$ cat src/lzwd_pkg.sv
`default_nettype none

package lzwd_pkg;

  localparam int DEF_WINDOW    = 1024;
  localparam int DEF_MAX_MATCH = 16;

  localparam int BYTE_W = 8;
  localparam int OFF_W  = 10;
  localparam int LEN_W  = 4;

  // per-byte control that travels with a history read
  typedef struct packed {
    logic lit;   // literal byte, ends the run
    logic fill;  // copy reaches past written history
  } byte_ctrl_t;

endpackage

`default_nettype wire

$ cat src/lzwd_out.sv
`default_nettype none

module lzwd_out #(
  parameter int WINDOW = lzwd_pkg::DEF_WINDOW
) (
  input  wire logic                              clk_i,
  input  wire logic                              rst_ni,
  input  wire logic                              cfg_we_i,
  input  wire logic [lzwd_pkg::BYTE_W-1:0]       cfg_wdata_i,
  input  wire logic                              issue_i,
  input  wire logic [$clog2(WINDOW)-1:0]         raddr_i,
  input  wire logic [$clog2(WINDOW)-1:0]         waddr_i,
  input  wire lzwd_pkg::byte_ctrl_t              ctrl_i,
  input  wire logic [lzwd_pkg::BYTE_W-1:0]       lit_i,
  output logic                                   issue_ok_o,
  input  wire logic [lzwd_pkg::BYTE_W-1:0]       rdata_i,
  output logic                                   we_o,
  output logic      [$clog2(WINDOW)-1:0]         waddr_o,
  output logic      [lzwd_pkg::BYTE_W-1:0]       wdata_o,
  output logic                                   out_valid_o,
  input  wire logic                              out_stall_i,
  output logic      [lzwd_pkg::BYTE_W-1:0]       data_byte_o,
  output logic                                   last_o
);
  import lzwd_pkg::*;

  localparam int AW = $clog2(WINDOW);

  logic [BYTE_W-1:0] fill_sym_q;
  logic              b_valid_q;
  byte_ctrl_t        b_ctrl_q;
  logic              b_fwd_q;
  logic [BYTE_W-1:0] b_lit_q;
  logic [AW-1:0]     b_waddr_q;
  logic              out_valid_q;
  logic [BYTE_W-1:0] data_q;
  logic              last_q;

  logic              b_fire;
  logic              fwd_d;
  logic [BYTE_W-1:0] byte_val;

  assign b_fire     = b_valid_q && (!out_valid_q || !out_stall_i);
  assign issue_ok_o = !b_valid_q || b_fire;

  // slot being written this edge is read stale by the memory, take it from data_q
  assign fwd_d = b_fire && (raddr_i == b_waddr_q);

  always_comb begin
    if (b_ctrl_q.lit) begin
      byte_val = b_lit_q;
    end else if (b_ctrl_q.fill) begin
      byte_val = fill_sym_q;
    end else if (b_fwd_q) begin
      byte_val = data_q;
    end else begin
      byte_val = rdata_i;
    end
  end

  assign we_o    = b_fire;
  assign waddr_o = b_waddr_q;
  assign wdata_o = byte_val;

  assign out_valid_o = out_valid_q;
  assign data_byte_o = data_q;
  assign last_o      = last_q;

  always_ff @(posedge clk_i or negedge rst_ni) begin
    if (!rst_ni) begin
      fill_sym_q  <= '0;
      b_valid_q   <= 1'b0;
      out_valid_q <= 1'b0;
    end else begin
      if (cfg_we_i) begin
        fill_sym_q <= cfg_wdata_i;
      end
      if (issue_i) begin
        b_valid_q <= 1'b1;
      end else if (b_fire) begin
        b_valid_q <= 1'b0;
      end
      if (b_fire) begin
        out_valid_q <= 1'b1;
      end else if (!out_stall_i) begin
        out_valid_q <= 1'b0;
      end
    end
  end

  always_ff @(posedge clk_i) begin
    if (issue_i) begin
      b_ctrl_q  <= ctrl_i;
      b_fwd_q   <= fwd_d;
      b_lit_q   <= lit_i;
      b_waddr_q <= waddr_i;
    end
    if (b_fire) begin
      data_q <= byte_val;
      last_q <= b_ctrl_q.lit;
    end
  end

endmodule

`default_nettype wire

$ cat config.mk
export PLATFORM = sky130hd
export DESIGN_NAME = lzwd_out
export DESIGN_NICKNAME = d
export VERILOG_FILES = /design/src/lzwd_pkg.sv /design/src/lzwd_out.sv
export SDC_FILE = /design/constraint.sdc
export NUM_CORES = 1
export LEC_CHECK = 0
export BUFFER_PORTS_ARGS = -buffer_cell sky130_fd_sc_hd__buf_2
export CAP_MARGIN = 5
export CORE_UTILIZATION = 35
export DETAILED_ROUTE_END_ITERATION = 16
export PLACE_DENSITY = 0.74
export SKIP_CTS_REPAIR_TIMING = 1
export SLEW_MARGIN = 25
export SYNTH_ARGS = -nofsm -noshare
export SYNTH_HDL_FRONTEND = slang
export SYNTH_SLANG_ARGS = --single-unit
$ cat constraint.sdc
create_clock -name clk_i -period 1.3 [get_ports clk_i]
set_input_delay 0.065 -clock clk_i [delete_from_list [all_inputs] [get_ports clk_i]]
set_output_delay 0.065 -clock clk_i [all_outputs]
set_load 0.03 [all_outputs]
==> impl_metrics.tcl, run 1 <==
set metrics [dict create \
    status "finished, violations left" \
    violations "DRC, setup timing" \
    n_antenna_cell 0 \
    grt_max_degree 23 \
    power.density_nw_per_um2 1230 \
    seq_power_share 0.489 \
    top_layer "met4" \
    vias 1296 \
    whs_ps 2.14 \
    clk_pin_slew_ps 70 \
    htree_levels 2 \
    core_area_um2 4470 \
    synthesis.area_um2 1680 \
    worstPathMaxFanout 8 \
    fmax_ghz 0.622 \
    netlist_instances 103 \
    place_area_um2 2160 \
    ys_warn_count 0 \
    synth_top_area_cell "edfxtp_1" \
    ys_ff_latch 40 \
    synth.area.top_cells "edfxtp_1, dfrtp_1, mux2_4" \
    switching_share 0.282 \
    ant_nets 0 \
    rsz0062_at_grt "true" \
    nets 269 \
    synth_cell_types 18 \
    end_kind "output port" \
    synth_fp_nets 154 \
    track_usage 0.148 \
    start_util 0.375 \
    top_level_ports 81 \
    routed_wirelength_mm 4.05 \
    gr-total-overflow 0 \
    switchingPower_uw 909 \
    portBuffers 80 \
    tightest_slew_ps 490 \
    clockBufferDepth 2 \
    slew_violations 0 \
    p_int_uw 2320 \
    wl_met1_mm 1.64 \
    setup_slack_ps -307 \
    hold_viol 0 \
    syn_to_final_growth_pct 56.9 \
    wl_per_cell_um 15.0 \
    vias_per_cell 4.78 \
    cts_sinks 40 \
    start_kind "flip-flop" \
    dr_wl_met2_mm 1.98 \
    synth_top_area_share 0.537 \
    p_comb_frac 0.248 \
    ys_seq_area_frac 0.686 \
    clock_power_share 0.264 \
    die-width_um 71.2 \
    fp.dieArea_um2 5070 \
    post-route-period-util 1.24 \
    numCtsBuffers 5 \
    grt_first_pass_wirelength_mm 5.44 \
    wl_met3_um 348 \
    path_class "flip-flop to output port" \
    cts_tree "yes" \
    ir_drop_uv 629 \
    drtIter0Drc 47 \
    drive_gt1_frac 0.580 \
    insertion_delay_ps 290 \
    drc_errors 5 \
    clockRootBuffer "clkbuf_8" \
    num_rows 24 \
    setup_viol 16 \
    maxCapViolCount 0 \
    power.leakage_uw 0.00114 \
    min_path_type "input port to flip-flop" \
    die_h_um 71.2 \
    grt_antenna_before_repair 0 \
    dp_hpwl_mm 2.69 \
    finalCriticalPeriod_ps 1610 \
    fin_util 0.588 \
    max_slew_margin 0.674 \
    cp.required_ps 1240 \
    grt_pass1_vias 1146 \
    fin_worst_skew_ps 3.97 \
    postSynthAreaPerCell_um2 16.3 \
    gp_congestion 0.749 \
    arrival_ps 1540 \
    drt_pass1_iterations 10 \
    finalInstanceArea_um2 2630 \
]
[area by class of cell]
cell class	count	area [µm²]
Clock buffer	8	90.1
Fill cell	351	1840
Tap cell	52	65.1
Multi-Input combinational cell	59	574
Sequential cell	40	1150
Timing Repair Buffer	112	752
[synth_stat cells]
cell      count
mux2i_1       8
and2_1        1
mux2_4        8
dfrtp_1      10
xor2_1        1
buf_2         1
nor4_1        1
xnor2_1       9
nand3_1       2
nand2b_1      2
buf_4         1
clkbuf_1      1
o21ai_1       8
nand4_1       2
nand2_1       9
edfxtp_1     30
mux2_2        8
buf_6         1
[layer usage]
layer	vias up	GRT usage
met5	-	0
met4	0	0.0733
met3	10	0.0534
met2	75	0.233
met1	603	0.181
li1	608	-
[stage by stage]
stage / instances / total power, µW / setup WS (ps) / TNS, ps
after floorplan: 103 / 1990 / -115 / -911
after global placement: 233 / 2220 / -30.3 / -120
after detailed placement: 233 / 2230 / -61.6 / -514
after CTS: 241 / 3070 / -370 / -3330
after global routing: 271 / 3350 / -364 / -3730
final: 271 / 3230 / -307 / -2950
[path summary, 6_finish.rpt]
| kind | startpoint | end | slack [ps] | cells past startpoint |
|---|---|---|---|---|
| min reg2reg | fill_sym_q[7]$_DFFE_PN0P_ | fill_sym_q[7]$_DFFE_PN0P_ | 520 | 1 |
| max reg2reg | b_fwd_q$_DFFE_PP_ | data_byte_o[0]$_DFFE_PP_ | -170 | 5 |
| max | b_fwd_q$_DFFE_PP_ | wdata_o[7] | -310 | 5 |
| min in group asynchronous | rst_ni | fill_sym_q[0]$_DFFE_PN0P_ | 160 | 2 |
| max in group asynchronous | rst_ni | out_valid_o$_DFFE_PN0P_ | 950 | 2 |
| min | cfg_wdata_i[4] | fill_sym_q[4]$_DFFE_PN0P_ | 2 | 2 |
[flip-flops by register name, indices dropped and copies added (netlist names)]
register and flops:
b_ctrl_q 2, b_fwd_q 1, b_lit_q 8, b_valid_q 1, data_byte_o 8, fill_sym_q 8
last_o 1, out_valid_o 1, waddr_o 10
[cell families (layout without fill, tap and decap cells)]
group	Yosys count	after routing	share of synthesized area
simple gates	17	17	0.0485
mux	24	24	0.173
flops	40	40	0.686
buf+inv	4	120	0.0164
compound gates	8	8	0.0239
xor+xnor	10	10	0.0522
[power groups by stage]
| stage | registers [µW] | logic (µW) | clock network, µW |
|---|---|---|---|
| 6_report | 1580 | 798 | 851 |
| 5_1_grt | 1590 | 844 | 921 |
| 4_1_cts | 1580 | 626 | 867 |
| 3_5_place_dp | 1600 | 626 | 0 |
| 3_3_place_gp | 1600 | 615 | 0 |
| 2_1_floorplan | 1700 | 294 | 0 |
[placed cells by master, fill, tap and decap left out]
cell,count
xnor2_1,9
nand4_1,2
and2_4,1
mux2_4,8
buf_4,10
dfrtp_1,10
nor4_2,1
clkbuf_1,2
mux2i_1,3
nand3_1,2
clkbuf_8,6
buf_2,71
nand2_1,9
edfxtp_1,30
dlygate4sd3_1,22
nand2b_1,2
xor2_1,1
mux2i_2,3
buf_6,9
mux2_2,8
mux2i_4,2
o21ai_2,8
[worst max-delay path, stage by stage (launching register included)]
cell,delay (ps)
edfxtp_1,380
buf_6,160
mux2_4,300
mux2i_1,170
o21ai_2,100
buf_6,140
Note: power is estimated with default switching activity, not from simulation.
==> inputs of run 2 (changes only) <==
--- a/config.mk
+++ b/config.mk
@@ -10,6 +10,7 @@
 export CORE_UTILIZATION = 35
 export DETAILED_ROUTE_END_ITERATION = 16
 export PLACE_DENSITY = 0.74
+export SETUP_SLACK_MARGIN = 0.1
 export SKIP_CTS_REPAIR_TIMING = 1
 export SLEW_MARGIN = 25
 export SYNTH_ARGS = -nofsm -noshare
==> run 2 against run 1 <==
The flow still finishes with violations (DRC, setup timing). Fmax down 1.6%. Clock power up 15%. Global-route usage down 0.12 points. Die area unchanged. Routed wire length down 0.77%. Count of clock-buffer cells in the layout down 2. Sequential share of layout area down 1.4 points. First-iteration DRC count down 8.5%. Worst setup slack worse by 26 ps. Sequential power about the same. Critical path depth unchanged. Register-to-register slack worse by 30 ps. Largest power group unchanged.
==> impl_metrics.tcl, run 2 (synthesis gave the netlist of run 1 again) <==
set metrics [dict create \
    clockBufferDepth 2 \
    worstHoldEndpoint "fill_sym_q[3]$_DFFE_PN0P_" \
    cts_sinks 40 \
    syn_to_final_growth_pct 62.1 \
    cts_tree "yes" \
    insertion_delay_ps 290 \
    fp.dieArea_um2 5070 \
    grt_max_degree 23 \
    whs_ps 10.6 \
    numCtsBuffers 5 \
    drt_pass1_iterations 10 \
    hold_viol 0 \
    top_layer "met4" \
    worstHoldPathCells 2 \
    drtIter0Drc 43 \
    drc_errors 6 \
    setup_viol 16 \
    die-width_um 71.2 \
    tightest_slew_ps 504 \
    p_total_uw 3400 \
    ir_drop_uv 611 \
    grt_pass1_vias 1179 \
    fmax_ghz 0.612 \
    cp_slowest_cell "edfxtp_1" \
    timing.rr.start "b_fwd_q$_DFFE_PP_" \
    max_slew_margin 0.664 \
    maxCapViolCount 0 \
    power.density_nw_per_um2 1250 \
    violations "DRC, setup timing" \
    num_rows 24 \
    htree_levels 2 \
    clk_pin_slew_ps 80 \
    track_usage 0.147 \
    largest_register_ffs 10 \
    start_kind "flip-flop" \
    n_antenna_cell 0 \
    routed_wirelength_mm 4.02 \
    wl_met3_um 348 \
    grt_antenna_before_repair 0 \
    wl_per_cell_um 14.8 \
    start_util 0.375 \
    top_level_ports 81 \
    dp_hpwl_mm 2.65 \
    wl_met1_mm 1.65 \
    ant_nets 0 \
    nets 270 \
    layout_commonest_cell "buf_2" \
    min-delay-start "cfg_wdata_i[3]" \
    reg2regPathDepth 5 \
    vias 1287 \
    final_cell_mix "buf_2, edfxtp_1, dlygate4sd3_1" \
    crit_chain "buf_6 -> mux2_4 -> mux2i_2 -> o21ai_2 -> buf_6" \
    portBuffers 80 \
    dr_wl_met2_mm 1.96 \
    die_h_um 71.2 \
    clockRootBuffer "clkbuf_8" \
    path_common_cell "buf_6" \
    finalCriticalPeriod_ps 1630 \
    reg2reg_slack_ps -200 \
    path_class "flip-flop to output port" \
    status "finished, violations left" \
    rsz0062_at_grt "true" \
    gp_congestion 0.827 \
    arrival_ps 1570 \
    grt_first_pass_wirelength_mm 5.43 \
    end_kind "output port" \
    cpPeakStageDelay_ps 390 \
    power.leakage_uw 0.00117 \
    fin_worst_skew_ps 9.04 \
    worst_r2r_endpoint "data_byte_o[4]$_DFFE_PP_" \
    vias_per_cell 4.73 \
    worstPathMaxFanout 8 \
    slew_violations 0 \
    min_path_type "input port to flip-flop" \
    core_area_um2 4470 \
    post-route-period-util 1.26 \
    setup_slack_ps -333 \
    drive_gt1_frac 0.609 \
    cp.required_ps 1240 \
    gr-total-overflow 0 \
]
==> run 2: critical path: cells and delay by family (launching register included) <==
kind,cells,cell delay [ps]
muxes,2,480
AOI/OAI and AO/OA,1,80
DFF,1,390
buffers and inverters,2,310
==> run 2: worst max-delay path by stage <==
| stage | start | endpoint |
|---|---|---|
| 4_1_cts | b_fwd_q$_DFFE_PP_ | wdata_o[6] |
| 3_5_place_dp | b_fwd_q$_DFFE_PP_ | data_byte_o[6]$_DFFE_PP_ |
| 3_3_place_gp | b_fwd_q$_DFFE_PP_ | data_byte_o[6]$_DFFE_PP_ |
| 6_report | b_fwd_q$_DFFE_PP_ | wdata_o[6] |
| 5_1_grt | b_fwd_q$_DFFE_PP_ | wdata_o[4] |
| 2_1_floorplan | data_byte_o[5]$_DFFE_PP_ | data_byte_o[5]$_DFFE_PP_ |
==> run 2: layer usage <==
metal | vias up | track usage
met5 | - | 0
met4 | 0 | 0.0733
met3 | 8 | 0.0534
met2 | 69 | 0.233
met1 | 596 | 0.178
li1 | 614 | -
==> run 2: area by class of cell <==
cell class | count | area [µm²]
clock buffer | 6 | 72.6
clock inverter | 2 | 35.0
fill | 338 | 1750
multi-input combinational | 59 | 601
sequential | 40 | 1150
tap | 52 | 65.1
timing repair buffer | 113 | 796
==> run 2: stage by stage <==
stage / setup TNS [ps] / instance area (µm²) / util / std cells / worst slack (ps)
floorplan: -911 / 1710 / - / 103 / -115
global placement: -230 / 2160 / 0.484 / 233 / -50.4
detailed placement: -943 / 2160 / 0.484 / 233 / -104
CTS: -3770 / 2270 / 0.508 / 241 / -409
global route: -4140 / 2720 / 0.608 / 272 / -397
finish: -3210 / 2720 / 0.608 / 272 / -333
==> run 2: power breakdown <==
group          internal [µW]  total (µW)  switching [µW]
Sequential              1510        1570            66.9
Combinational            411         848             437
Clock                    570         980             411
