### config.mk
export PLATFORM = sky130hd
export DESIGN_NAME = lzwd_seq
export DESIGN_NICKNAME = d
export VERILOG_FILES = /design/src/lzwd_pkg.sv /design/src/lzwd_seq.sv
export SDC_FILE = /design/constraint.sdc
export NUM_CORES = 1
export LEC_CHECK = 0
export BUFFER_PORTS_ARGS = -buffer_cell sky130_fd_sc_hd__buf_2
export CAP_MARGIN = 20
export CORE_MARGIN = 1.5
export CORE_UTILIZATION = 32
export DETAILED_ROUTE_END_ITERATION = 8
export MAX_ROUTING_LAYER = met4
export SLEW_MARGIN = 30
export SYNTH_ARGS = -nofsm -noshare
export SYNTH_HDL_FRONTEND = slang
export SYNTH_SLANG_ARGS = --single-unit
### constraint.sdc
create_clock -name clk_i -period 4.8 [get_ports clk_i]
set_input_delay 0.48 -clock clk_i [delete_from_list [all_inputs] [get_ports clk_i]]
set_output_delay 0.48 -clock clk_i [all_outputs]
set_load 0.03 [all_outputs]
### src/lzwd_pkg.sv
`default_nettype none

package lzwd_pkg;

  localparam int DEF_WINDOW    = 1024;
  localparam int DEF_MAX_MATCH = 16;

  localparam int BYTE_W = 8;
  localparam int OFF_W  = 10;
  localparam int LEN_W  = 4;

  // per-byte control that travels with a history read
  typedef struct packed {
    logic lit;   // literal byte, ends the run
    logic fill;  // copy reaches past written history
  } byte_ctrl_t;

endpackage

`default_nettype wire

### src/lzwd_seq.sv
`default_nettype none

module lzwd_seq #(
  parameter int WINDOW    = lzwd_pkg::DEF_WINDOW,
  parameter int MAX_MATCH = lzwd_pkg::DEF_MAX_MATCH
) (
  input  wire logic                              clk_i,
  input  wire logic                              rst_ni,
  input  wire logic                              in_valid_i,
  output logic                                   in_stall_o,
  input  wire logic [lzwd_pkg::OFF_W-1:0]        match_offset_i,
  input  wire logic [lzwd_pkg::LEN_W-1:0]        match_length_i,
  input  wire logic [lzwd_pkg::BYTE_W-1:0]       literal_i,
  input  wire logic                              new_stream_i,
  input  wire logic                              issue_ok_i,
  output logic                                   issue_o,
  output logic      [$clog2(WINDOW)-1:0]         raddr_o,
  output logic      [$clog2(WINDOW)-1:0]         waddr_o,
  output lzwd_pkg::byte_ctrl_t                   ctrl_o,
  output logic      [lzwd_pkg::BYTE_W-1:0]       lit_o
);
  import lzwd_pkg::*;

  localparam int AW  = $clog2(WINDOW);
  localparam int CW  = $clog2(WINDOW + 1);
  localparam int DW  = (CW > OFF_W) ? CW : OFF_W;
  localparam int LW  = (MAX_MATCH > 1) ? $clog2(MAX_MATCH) : 1;
  localparam int LCW = 7;

  logic              busy_q, busy_d;
  logic [CW-1:0]     dist_q, dist_d;
  logic [LW-1:0]     rem_q, rem_d;
  logic [BYTE_W-1:0] lit_q, lit_d;
  logic [AW-1:0]     wp_q, wp_d;
  logic [CW-1:0]     bw_q, bw_d;

  logic              accept;
  logic [DW-1:0]     off_ext, off_sat, dist_full;
  logic [LCW-1:0]    len_ext, len_sat;
  logic [CW:0]       wp_x, dist_x, idx_x;

  assign accept     = in_valid_i && !busy_q;
  assign in_stall_o = busy_q;
  assign issue_o    = busy_q && issue_ok_i;

  always_comb begin
    off_ext   = DW'(match_offset_i);
    off_sat   = (off_ext >= DW'(WINDOW)) ? DW'(WINDOW - 1) : off_ext;
    dist_full = DW'(WINDOW) - off_sat;
    len_ext   = LCW'(match_length_i);
    len_sat   = (len_ext > LCW'(MAX_MATCH - 1)) ? LCW'(MAX_MATCH - 1) : len_ext;
  end

  // history slot dist bytes behind the write pointer, modulo the window
  always_comb begin
    wp_x   = (CW + 1)'(wp_q);
    dist_x = (CW + 1)'(dist_q);
    if (wp_x >= dist_x) begin
      idx_x = wp_x - dist_x;
    end else begin
      idx_x = wp_x + (CW + 1)'(WINDOW) - dist_x;
    end
  end

  assign raddr_o     = AW'(idx_x);
  assign waddr_o     = wp_q;
  assign lit_o       = lit_q;
  assign ctrl_o.lit  = (rem_q == '0);
  assign ctrl_o.fill = (dist_q > bw_q);

  always_comb begin
    busy_d = busy_q;
    dist_d = dist_q;
    rem_d  = rem_q;
    lit_d  = lit_q;
    wp_d   = wp_q;
    bw_d   = bw_q;
    if (accept) begin
      busy_d = 1'b1;
      dist_d = CW'(dist_full);
      rem_d  = LW'(len_sat);
      lit_d  = literal_i;
      if (new_stream_i) begin
        wp_d = '0;
        bw_d = '0;
      end
    end else if (issue_o) begin
      wp_d = (wp_q == AW'(WINDOW - 1)) ? '0 : wp_q + AW'(1);
      bw_d = (bw_q == CW'(WINDOW)) ? bw_q : bw_q + CW'(1);
      if (rem_q == '0) begin
        busy_d = 1'b0;
      end else begin
        rem_d = rem_q - LW'(1);
      end
    end
  end

  always_ff @(posedge clk_i or negedge rst_ni) begin
    if (!rst_ni) begin
      busy_q <= 1'b0;
      rem_q  <= '0;
      wp_q   <= '0;
      bw_q   <= '0;
    end else begin
      busy_q <= busy_d;
      rem_q  <= rem_d;
      wp_q   <= wp_d;
      bw_q   <= bw_d;
    end
  end

  always_ff @(posedge clk_i) begin
    dist_q <= dist_d;
    lit_q  <= lit_d;
  end

endmodule

`default_nettype wire

==> results of run 1 <==
[report_power, final]
| group | total (mW) | switching [mW] | internal, mW |
|---|---|---|---|
| clock network | 0.239 | 0.121 | 0.118 |
| registers | 0.582 | 0.0871 | 0.494 |
| logic | 0.773 | 0.502 | 0.271 |
[state kept, by name, summed over array words and instances, names as in the netlist]
register	flops
bw_q	11
dist_q	11
waddr_o	10
lit_o	8
rem_q	4
in_stall_o	1
[kinds of logic (layout without fill, tap and decap cells)]
group | Yosys count | count (layout)
and+or+nand+nor | 104 | 104
AOI/OAI and AO/OA | 64 | 64
DFF | 45 | 45
buffers and inverters | 36 | 99
adders and majority gates | 26 | 26
xor gates and xnor gates | 23 | 23
[layout make-up]
| type | instances | area share [%] |
|---|---|---|
| inverter | 33 | 3.80 |
| timing repair buffer | 58 | 8.55 |
| sequential | 45 | 36.0 |
| clock buffer | 8 | 2.65 |
| multi-input combinational | 217 | 45.0 |
| tap | 108 | 3.98 |
[worst reg2reg max path, delay by kind of cell, from the launching register on]
kind | cells | cell delay, ns
AO/OA/AOI/OAI | 2 | 0.25
flip-flops | 1 | 0.43
buffers and inverters | 1 | 0.54
AND/OR/NAND/NOR | 2 | 0.44
[routing by layer]
metal	global-route usage, %	share of wire [%]	up-vias
met5	-	0	-
li1	-	-	1192
met4	2.93	0.88	0
met1	19.5	48	1121
met3	2.72	5.5	6
met2	22.8	45	67
[placed cells by master (no fill, tap or decap), drive strengths merged, types with 2 or more instances in the layout]
| cell type | n |
|---|---|
| buf | 58 |
| inv | 32 |
| dfrtp | 26 |
| nor2 | 26 |
| nand2 | 26 |
| ha | 25 |
| o21ai | 22 |
| edfxtp | 19 |
| xnor2 | 17 |
| a21oi | 13 |
| nand3 | 10 |
| nand4 | 9 |
| clkbuf | 8 |
| nor2b | 7 |
| nor3 | 7 |
| nor4 | 7 |
| xor2 | 6 |
| o31ai | 6 |
| a21o | 5 |
| o21a | 4 |
| nand2b | 3 |
| nor3b | 2 |
| nand3b | 2 |
| o41ai | 2 |
| a211oi | 2 |
[worst min-delay path by stage]
| stage | startpoint | endpoint | slack, ns | depth (start not counted) |
|---|---|---|---|---|
| final | rst_ni | waddr_o[9] | 0.19 | 1 |
| after global routing | rst_ni | waddr_o[7] | 0.22 | 1 |
| after CTS | rst_ni | waddr_o[7] | 0.20 | 1 |
| after detailed placement | rst_ni | waddr_o[9] | 0.53 | 1 |
| after global placement | rst_ni | waddr_o[6] | 0.53 | 1 |
| after floorplan | rst_ni | bw_q[0] | 0.18 | 0 |
==> run_results.csv, run 1 <==
group,metric,value,unit
synth,synth_xor_xnor_area_share,6.95,%
clock_tree,clock_tree.root_cell,"clkbuf_8",
worst_setup_path,end_kind,"output pin",
timing,max_clock_freq,353,MHz
placed_design,placed_area,0.00330,mm2
clock_tree,cts_hold_buf,0,
timing,rsz0062_at_grt,"no",
clock_tree,clk-insertion-delay-late,0.29,ns
clock_tree,clkTransAtPathRegs,0.08,ns
placed_design,dp_slack,2.30,ns
synth,async_reset_ff_share,57.8,%
power_and_ir_drop,finalPower,1.59,mW
worst_setup_path,r2r_end,"waddr_o[5]",
finish,multi_input_area,0.00153,mm2
worst_setup_path,cp-start-kind,"flop",
placed_design,place.gp.congestion,0.836,
synth,synth_compound_area_share,15.4,%
flow_run,cap_violations,0,
worst_setup_path,path_delay_family,"adder cells",
die,die_h,98.2,um
die,die_w,98.2,um
grt,grtUsageTotal,14.4,%
power_and_ir_drop,power_density,469,mW/mm2
timing,hold_ws,0.187,ns
route,routed_wl,6490,um
clock_tree,clockBufferDepth,2,
timing,fin_crit_sh,59.0,%
synth,ys_ff_latch,45,
synth,yosysMostFrequentCell,"inv_1",
synth,syn_inst,298,
synth,yosysWarnings,0,
placed_design,io_buffers,58,
synth,synth_largest_area_cell,"dfrtp_1",
clock_tree,cts_buffers,5,
synth,synthesis.nets,351,
synth,synthSimpleGateAreaFrac,18.9,%
route,final_antenna_net_count,0,
die,initial_core_util,33.1,%
worst_setup_path,rr_worst_depth,5,
grt,grt_pass1_vias,2328,
worst_setup_path,cp.required,4.32,ns
synth,synthAdderAreaFrac,11.5,%
route,drtPass1Iterations,4,
clock_tree,post_cts_buffers,0,
timing,final.min_clock_period,2.83,ns
worst_setup_path,cp.depth,9,
grt,grt_max_degree,31,
timing,fin_tns_setup,0,ns
worst_setup_path,cp-endpoint,"raddr_o[8]",
power_and_ir_drop,vdd_drop_max,157,uV
synth,synth_area,0.00290,mm2
synth,syn_avg_cell_area,9.73,um2
timing,finalHoldViolations,0,
die,core-area,0.00876,mm2
clock_tree,cts_resized,0,
route,vias_per_cell,5.09,
route,vias,2386,
timing,fin_worst_skew,0.00625,ns
placed_design,placed_cells,461,
timing,worstMarginPinSlew,0.623,ns
finish,fin_util,38.7,%
worst_setup_path,critPathArrivalTime,2.35,ns
finish,antennaDiodeCount,0,
synth,synth-main-ff-cell,"dfrtp_1",
power_and_ir_drop,leakage,1.49,nW
clock_tree,cts_sinks,45,
clock_tree,cts_tree,"yes",
synth,ys_top_cells_by_count,"inv_1 (32), dfrtp_1 (26), ha_1 (25), nand2_1 (25), nor2_1 (25)",
worst_setup_path,critPathSlowestCell,"dfrtp_1",
worst_setup_path,cp-startpoint,"waddr_o[0]",
grt,antenna_found_initial,0,
min_path,min_path_type,"in2async",
synth,synth_top_family_by_area,"simple AND/OR/NAND/NOR gates",
synth,ys_seq_area_share,42.1,%
worst_setup_path,crit-reg2reg-launch,"in_stall_o",
timing,setup_slack,1.97,ns
finish,areaGrowthSynthToFinish,17.0,%
synth,yosys.area.top_type_share,22.4,%
timing,slew_violations,0,
route,wire_per_inst,13.8,um
worst_setup_path,critPathMaxFanout,6,
die,dieArea,0.00964,mm2
finish,seqCellArea,0.00122,mm2
synth,synth-edff-count,19,
worst_setup_path,cp_num_buf_inv,2,
placed_design,hpwlAfterDp,5040,um
worst_setup_path,worstSetupPathType,"reg2out",
synth,synth_cell_types,50,
finish,design_area,0.00339,mm2
synth,synthMuxAreaShare,0,%
run_status,status,"finished, final reports clean",
grt,grt_overflow,0,
finish,fill_cells,916,
timing,setup_violations,0,
die,ioPinCount,59,
die,rows,34,
worst_setup_path,slowest_delay,0.44,ns
synth,synth.area.top_cells,"dfrtp_1 (22%), edfxtp_1 (20%), ha_1 (11%), xnor2_1 (5.1%), inv_1 (4.1%)",
finish,instances_no_fill,469,
route,dr.first_iter.drc_count,107,
worst_setup_path,r2r_setup_slack,3.01,ns
finish,final_net_count,413,
finish,drive_gt1_share,21.6,%
grt,grt_pass1_wl,11000,um
route,drc,0,
timing,slew_headroom,58.4,%
worst_setup_path,cp_cell_sequence,"inv_1 -> ha_1 -> fa_1 -> nor2b_1 -> o21ai_0 -> a21oi_1 -> o21ai_1 -> xnor2_1 -> buf_2",
clock_tree,cts.htree.levels,2,
Power figures use the tool's default switching activity.
==> run 2, diff against run 1 <==
- clock period: 4.8 -> 2.6 ns (I/O delays scaled with it)
==> run_results.csv, run 2 (same netlist as run 1, synthesis figures left out) <==
group,metric,value,unit
run_status,status,"finished, final reports clean",
die,rows,34,
worst_setup_path,critPathSlowestCell,"edfxtp_1",
placed_design,hpwlAfterDp,5150,um
worst_setup_path,critPathArrivalTime,2.18,ns
finish,instances_no_fill,474,
grt,grt_pass1_vias,2414,
finish,areaGrowthSynthToFinish,19.0,%
timing,final.min_clock_period,2.44,ns
finish,fill_cells,898,
finish,layout_common_cells,"buf_2 (57), inv_1 (32), dfrtp_1 (26)",
timing,setup_violations,0,
route,dr.first_iter.drc_count,109,
route,vias,2389,
placed_design,place.gp.congestion,0.854,
route,routed_wl,6790,um
timing,fin_tns_setup,0,ns
timing,setup_slack,0.156,ns
clock_tree,cts_sinks,45,
grt,grtUsageTotal,15.1,%
placed_design,placed_area,0.00332,mm2
timing,max_clock_freq,409,MHz
timing,fin_worst_skew,0.0106,ns
finish,antennaDiodeCount,0,
worst_setup_path,slowest_delay,0.46,ns
timing,slew_violations,0,
route,vias_per_cell,5.04,
worst_setup_path,worstSetupPathType,"reg2out",
placed_design,io_buffers,58,
clock_tree,cts.htree.levels,2,
die,initial_core_util,33.1,%
clock_tree,cts_buffers,5,
die,die_w,98.2,um
route,final_antenna_net_count,0,
power_and_ir_drop,vdd_drop_max,292,uV
worst_setup_path,end_kind,"output pin",
worst_setup_path,critPathMaxFanout,4,
power_and_ir_drop,finalPower,3.00,mW
clock_tree,cts_tree,"yes",
grt,antenna_found_initial,0,
clock_tree,clkTransAtPathRegs,0.08,ns
die,die_h,98.2,um
clock_tree,clockBufferDepth,2,
finish,design_area,0.00345,mm2
die,core-area,0.00876,mm2
die,ioPinCount,59,
placed_design,dp_slack,0.340,ns
finish,final_net_count,418,
min_path,min_path_type,"in2reg",
timing,slew_headroom,58.1,%
power_and_ir_drop,power_density,868,mW/mm2
timing,fin_crit_sh,94.0,%
clock_tree,clk-insertion-delay-late,0.30,ns
finish,drive_gt1_share,23.5,%
grt,grt_overflow,0,
flow_run,cap_violations,0,
placed_design,placed_cells,463,
route,drtPass1Iterations,4,
timing,worstMarginPinSlew,0.629,ns
clock_tree,clock_tree.root_cell,"clkbuf_8",
finish,multi_input_area,0.00155,mm2
grt,grt_pass1_wl,11500,um
worst_setup_path,cp.required,2.34,ns
route,drc,0,
worst_setup_path,cp-start-kind,"flop",
power_and_ir_drop,leakage,1.51,nW
finish,final_common_cell,"buf_2",
route,wire_per_inst,14.3,um
worst_setup_path,cp_cell_sequence,"inv_1 -> ha_1 -> nor2b_1 -> o31a_1 -> o21ai_2 -> a21oi_1 -> o211ai_1 -> buf_2",
die,dieArea,0.00964,mm2
finish,seqCellArea,0.00122,mm2
grt,grt_max_degree,28,
timing,finalHoldViolations,0,
-- run 2: cell types whose count changed in the layout (fill, tap and decap cells not counted), sizes merged --
cell | previous run | this run
buf | 58 | 62
clkbuf | 8 | 6
clkinv | 1 | 3
dlygate4sd3 | 0 | 1
-- run 2: cell type report --
cell class / instances / area share (%)
Tap cell: 108 / 3.92
Clock inverter: 2 / 0.290
Sequential cell: 45 / 35.4
Timing Repair Buffer: 63 / 9.64
Clock buffer: 6 / 2.10
Inverter: 33 / 3.73
Multi-Input combinational cell: 217 / 44.9
-- run 2: timing repair --
action,CTS,global route
setup endpoints to repair,0,5
resized for setup,0,6
hold buffers,1,0
buffers inserted,0,2
hold endpoints to repair,18,0
-- run 2: worst paths after layout --
path,startpoint,end,slack (ns),cells after the start
worst max-delay path,dist_q[1],raddr_o[9],0.16,8
worst min-delay path,literal_i[5],lit_o[5],0.14,1
worst max register to register,waddr_o[0],waddr_o[3],0.81,7
worst min register to register,waddr_o[9],waddr_o[9],0.54,1
max in group asynchronous,rst_ni,bw_q[5],1.68,2
min in group asynchronous,rst_ni,waddr_o[6],0.50,2
-- run 2: per-stage QoR --
step           utilization (%)  hold slack, ns
2_1_floorplan                -         -0.0356
3_3_place_gp              37.9           0.305
3_5_place_dp              37.9           0.320
4_1_cts                   38.9           0.128
5_1_grt                   39.4           0.123
6_report                  39.4           0.139
-- run 2: where the power goes --
group	leakage (nW)	internal, mW	switching [mW]	total, mW
combinational	0.950	0.544	0.970	1.51
sequential	0.517	0.912	0.149	1.06
clock	0.0450	0.187	0.235	0.422
-- run 2: critical path: cells and delay by family, from the launching register on --
family / cells / cell delay (ns)
compound gates: 4 / 0.75
flops: 1 / 0.46
buf+inv: 2 / 0.31
fa+ha+maj: 1 / 0.22
simple gates: 1 / 0.14
-- run 2: metal layers --
layer	GRT usage [%]	vias up	wire (um)	part of all wire, %
met4	3.36	0	55	0.81
met3	2.93	9	376	5.5
met2	23.0	68	3110	46
met5	-	-	0	0
met1	21.0	1120	3250	48
li1	-	1192	-	-
==> run 3, diff against run 2 <==
- CTS_CLUSTER_SIZE: default -> 24
- SETUP_SLACK_MARGIN: default -> 0.2
==> run_results.csv, run 3 (same netlist as run 1, synthesis figures left out) <==
group,metric,value,unit
grt,grtUsageTotal,14.8,%
clock_tree,cts_sinks,45,
die,dieArea,0.00964,mm2
timing,fin_tns_setup,0,ns
run_status,status,"finished, final reports clean",
worst_setup_path,end_kind,"output pin",
timing,slew_headroom,57.3,%
finish,areaGrowthSynthToFinish,23.1,%
grt,grt_max_degree,28,
route,drt-met1-wl,3200,um
clock_tree,cts_tree,"yes",
route,wl_met3,380,um
power_and_ir_drop,leakage,1.56,nW
finish,layout_common_cells,"buf_2 (52), inv_1 (32), nand2_1 (25), dfrtp_1 (25), nor2_1 (24)",
finish,antennaDiodeCount,0,
die,rows,34,
timing,fin_worst_skew,0.0135,ns
clock_tree,clockBufferDepth,2,
power_and_ir_drop,power_density,872,mW/mm2
route,drc,0,
grt,grt_overflow,0,
route,routed.top_layer,"met4",
timing,max_clock_freq,417,MHz
route,vias_per_cell,5.13,
die,die_w,98.2,um
placed_design,io_buffers,58,
finish,final_common_cell,"buf_2",
route,dr.first_iter.drc_count,110,
flow_run,cap_violations,0,
clock_tree,clock_tree.root_cell,"clkbuf_8",
die,die_h,98.2,um
timing,final.min_clock_period,2.40,ns
timing,hold_ws,0.135,ns
timing,slew_violations,0,
worst_setup_path,critPathArrivalTime,2.14,ns
route,final_antenna_net_count,0,
finish,drive_gt1_share,26.7,%
timing,rsz0062_at_grt,"yes",
worst_setup_path,cp-start-kind,"flop",
clock_tree,cts_buffers,5,
timing,setup_violations,0,
timing,worstMarginPinSlew,0.641,ns
placed_design,place.gp.congestion,0.861,
route,drtPass1Iterations,4,
die,initial_core_util,33.1,%
min_path,min_path_type,"in2reg",
worst_setup_path,worstSetupPathType,"reg2out",
timing,fin_crit_sh,92.3,%
route,vias,2456,
clock_tree,clk-insertion-delay-late,0.30,ns
worst_setup_path,critPathMaxFanout,8,
worst_setup_path,cp.required,2.34,ns
power_and_ir_drop,vdd_drop_max,278,uV
finish,final_net_count,423,
route,wl_met2,3290,um
clock_tree,clkTransAtPathRegs,0.09,ns
clock_tree,cts.htree.levels,2,
placed_design,hpwlAfterDp,5220,um
timing,finalHoldViolations,0,
die,core-area,0.00876,mm2
grt,grt_pass1_wl,11200,um
grt,antenna_found_initial,0,
route,wire_per_inst,14.5,um
finish,fill_cells,916,
die,ioPinCount,59,
route,routed_wl,6950,um
grt,grt_pass1_vias,2410,
-- run 3: cell types whose count changed in the layout (fill, tap and decap cells not counted), moves of 2 or more --
cell,previous run,this run
ha_1,24,22
buf_6,0,3
xnor2_2,0,2
buf_4,5,12
clkinv_2,2,0
xnor2_1,17,15
buf_2,57,52
-- run 3: through the flow --
stage	worst slack [ns]	instances	power, mW	area (um2)	util [%]
6_report	0.200	479	3.11	3570	40.7
5_1_grt	0.102	479	3.34	3570	40.7
4_1_cts	0.204	476	3.06	3510	40.0
3_5_place_dp	0.293	463	2.55	3330	38.0
3_3_place_gp	0.384	463	2.52	3330	38.0
2_1_floorplan	0.243	298	2.14	2910	-
-- run 3: area by class of cell --
class                           count  area, um2  share of cell area [%]
Clock buffer                        8       90.1                    2.52
Inverter                           33        129                    3.61
Multi-Input combinational cell    217       1600                    44.8
Sequential cell                    45       1220                    34.3
Tap cell                          108        135                    3.79
Timing Repair Buffer               68        394                    11.0
-- run 3: power breakdown --
part           internal, mW  switching [mW]
Combinational         0.601           0.995
Clock                 0.217           0.240
Sequential            0.913           0.146
-- run 3: per-layer routing --
metal | GRT usage [%] | up-vias
met5 | - | -
met4 | 4.77 | 0
met3 | 2.86 | 10
met2 | 23.2 | 66
met1 | 19.5 | 1174
li1 | - | 1206
-- run 3: critical path, stage by stage (launching register included) --
cell and delay [ns]:
dfrtp_2 0.48, ha_1 0.34, o21a_1 0.13, o31a_1 0.20, o21ai_2 0.11, a211o_1 0.30
o211ai_1 0.09, buf_4 0.19
-- run 3: path summary, 6_finish.rpt --
check,startpoint,slack (ns),depth (start not counted),to
worst max-delay path,waddr_o[3],0.20,7,raddr_o[9]
worst min-delay path,literal_i[4],0.13,1,lit_o[4]
worst max register to register,waddr_o[0],0.72,8,waddr_o[3]
worst min register to register,waddr_o[9],0.53,1,waddr_o[9]
max in group asynchronous,rst_ni,1.65,2,waddr_o[3]
min in group asynchronous,rst_ni,0.50,2,waddr_o[5]
-- run 3: timing repair --
action	4_1_cts	5_1_grt
endpoints found under the hold margin	26	0
hold buffers	1	0
endpoints found under the setup margin	6	6
buffers inserted	4	3
resized for setup	13	13
pin swaps	3	6
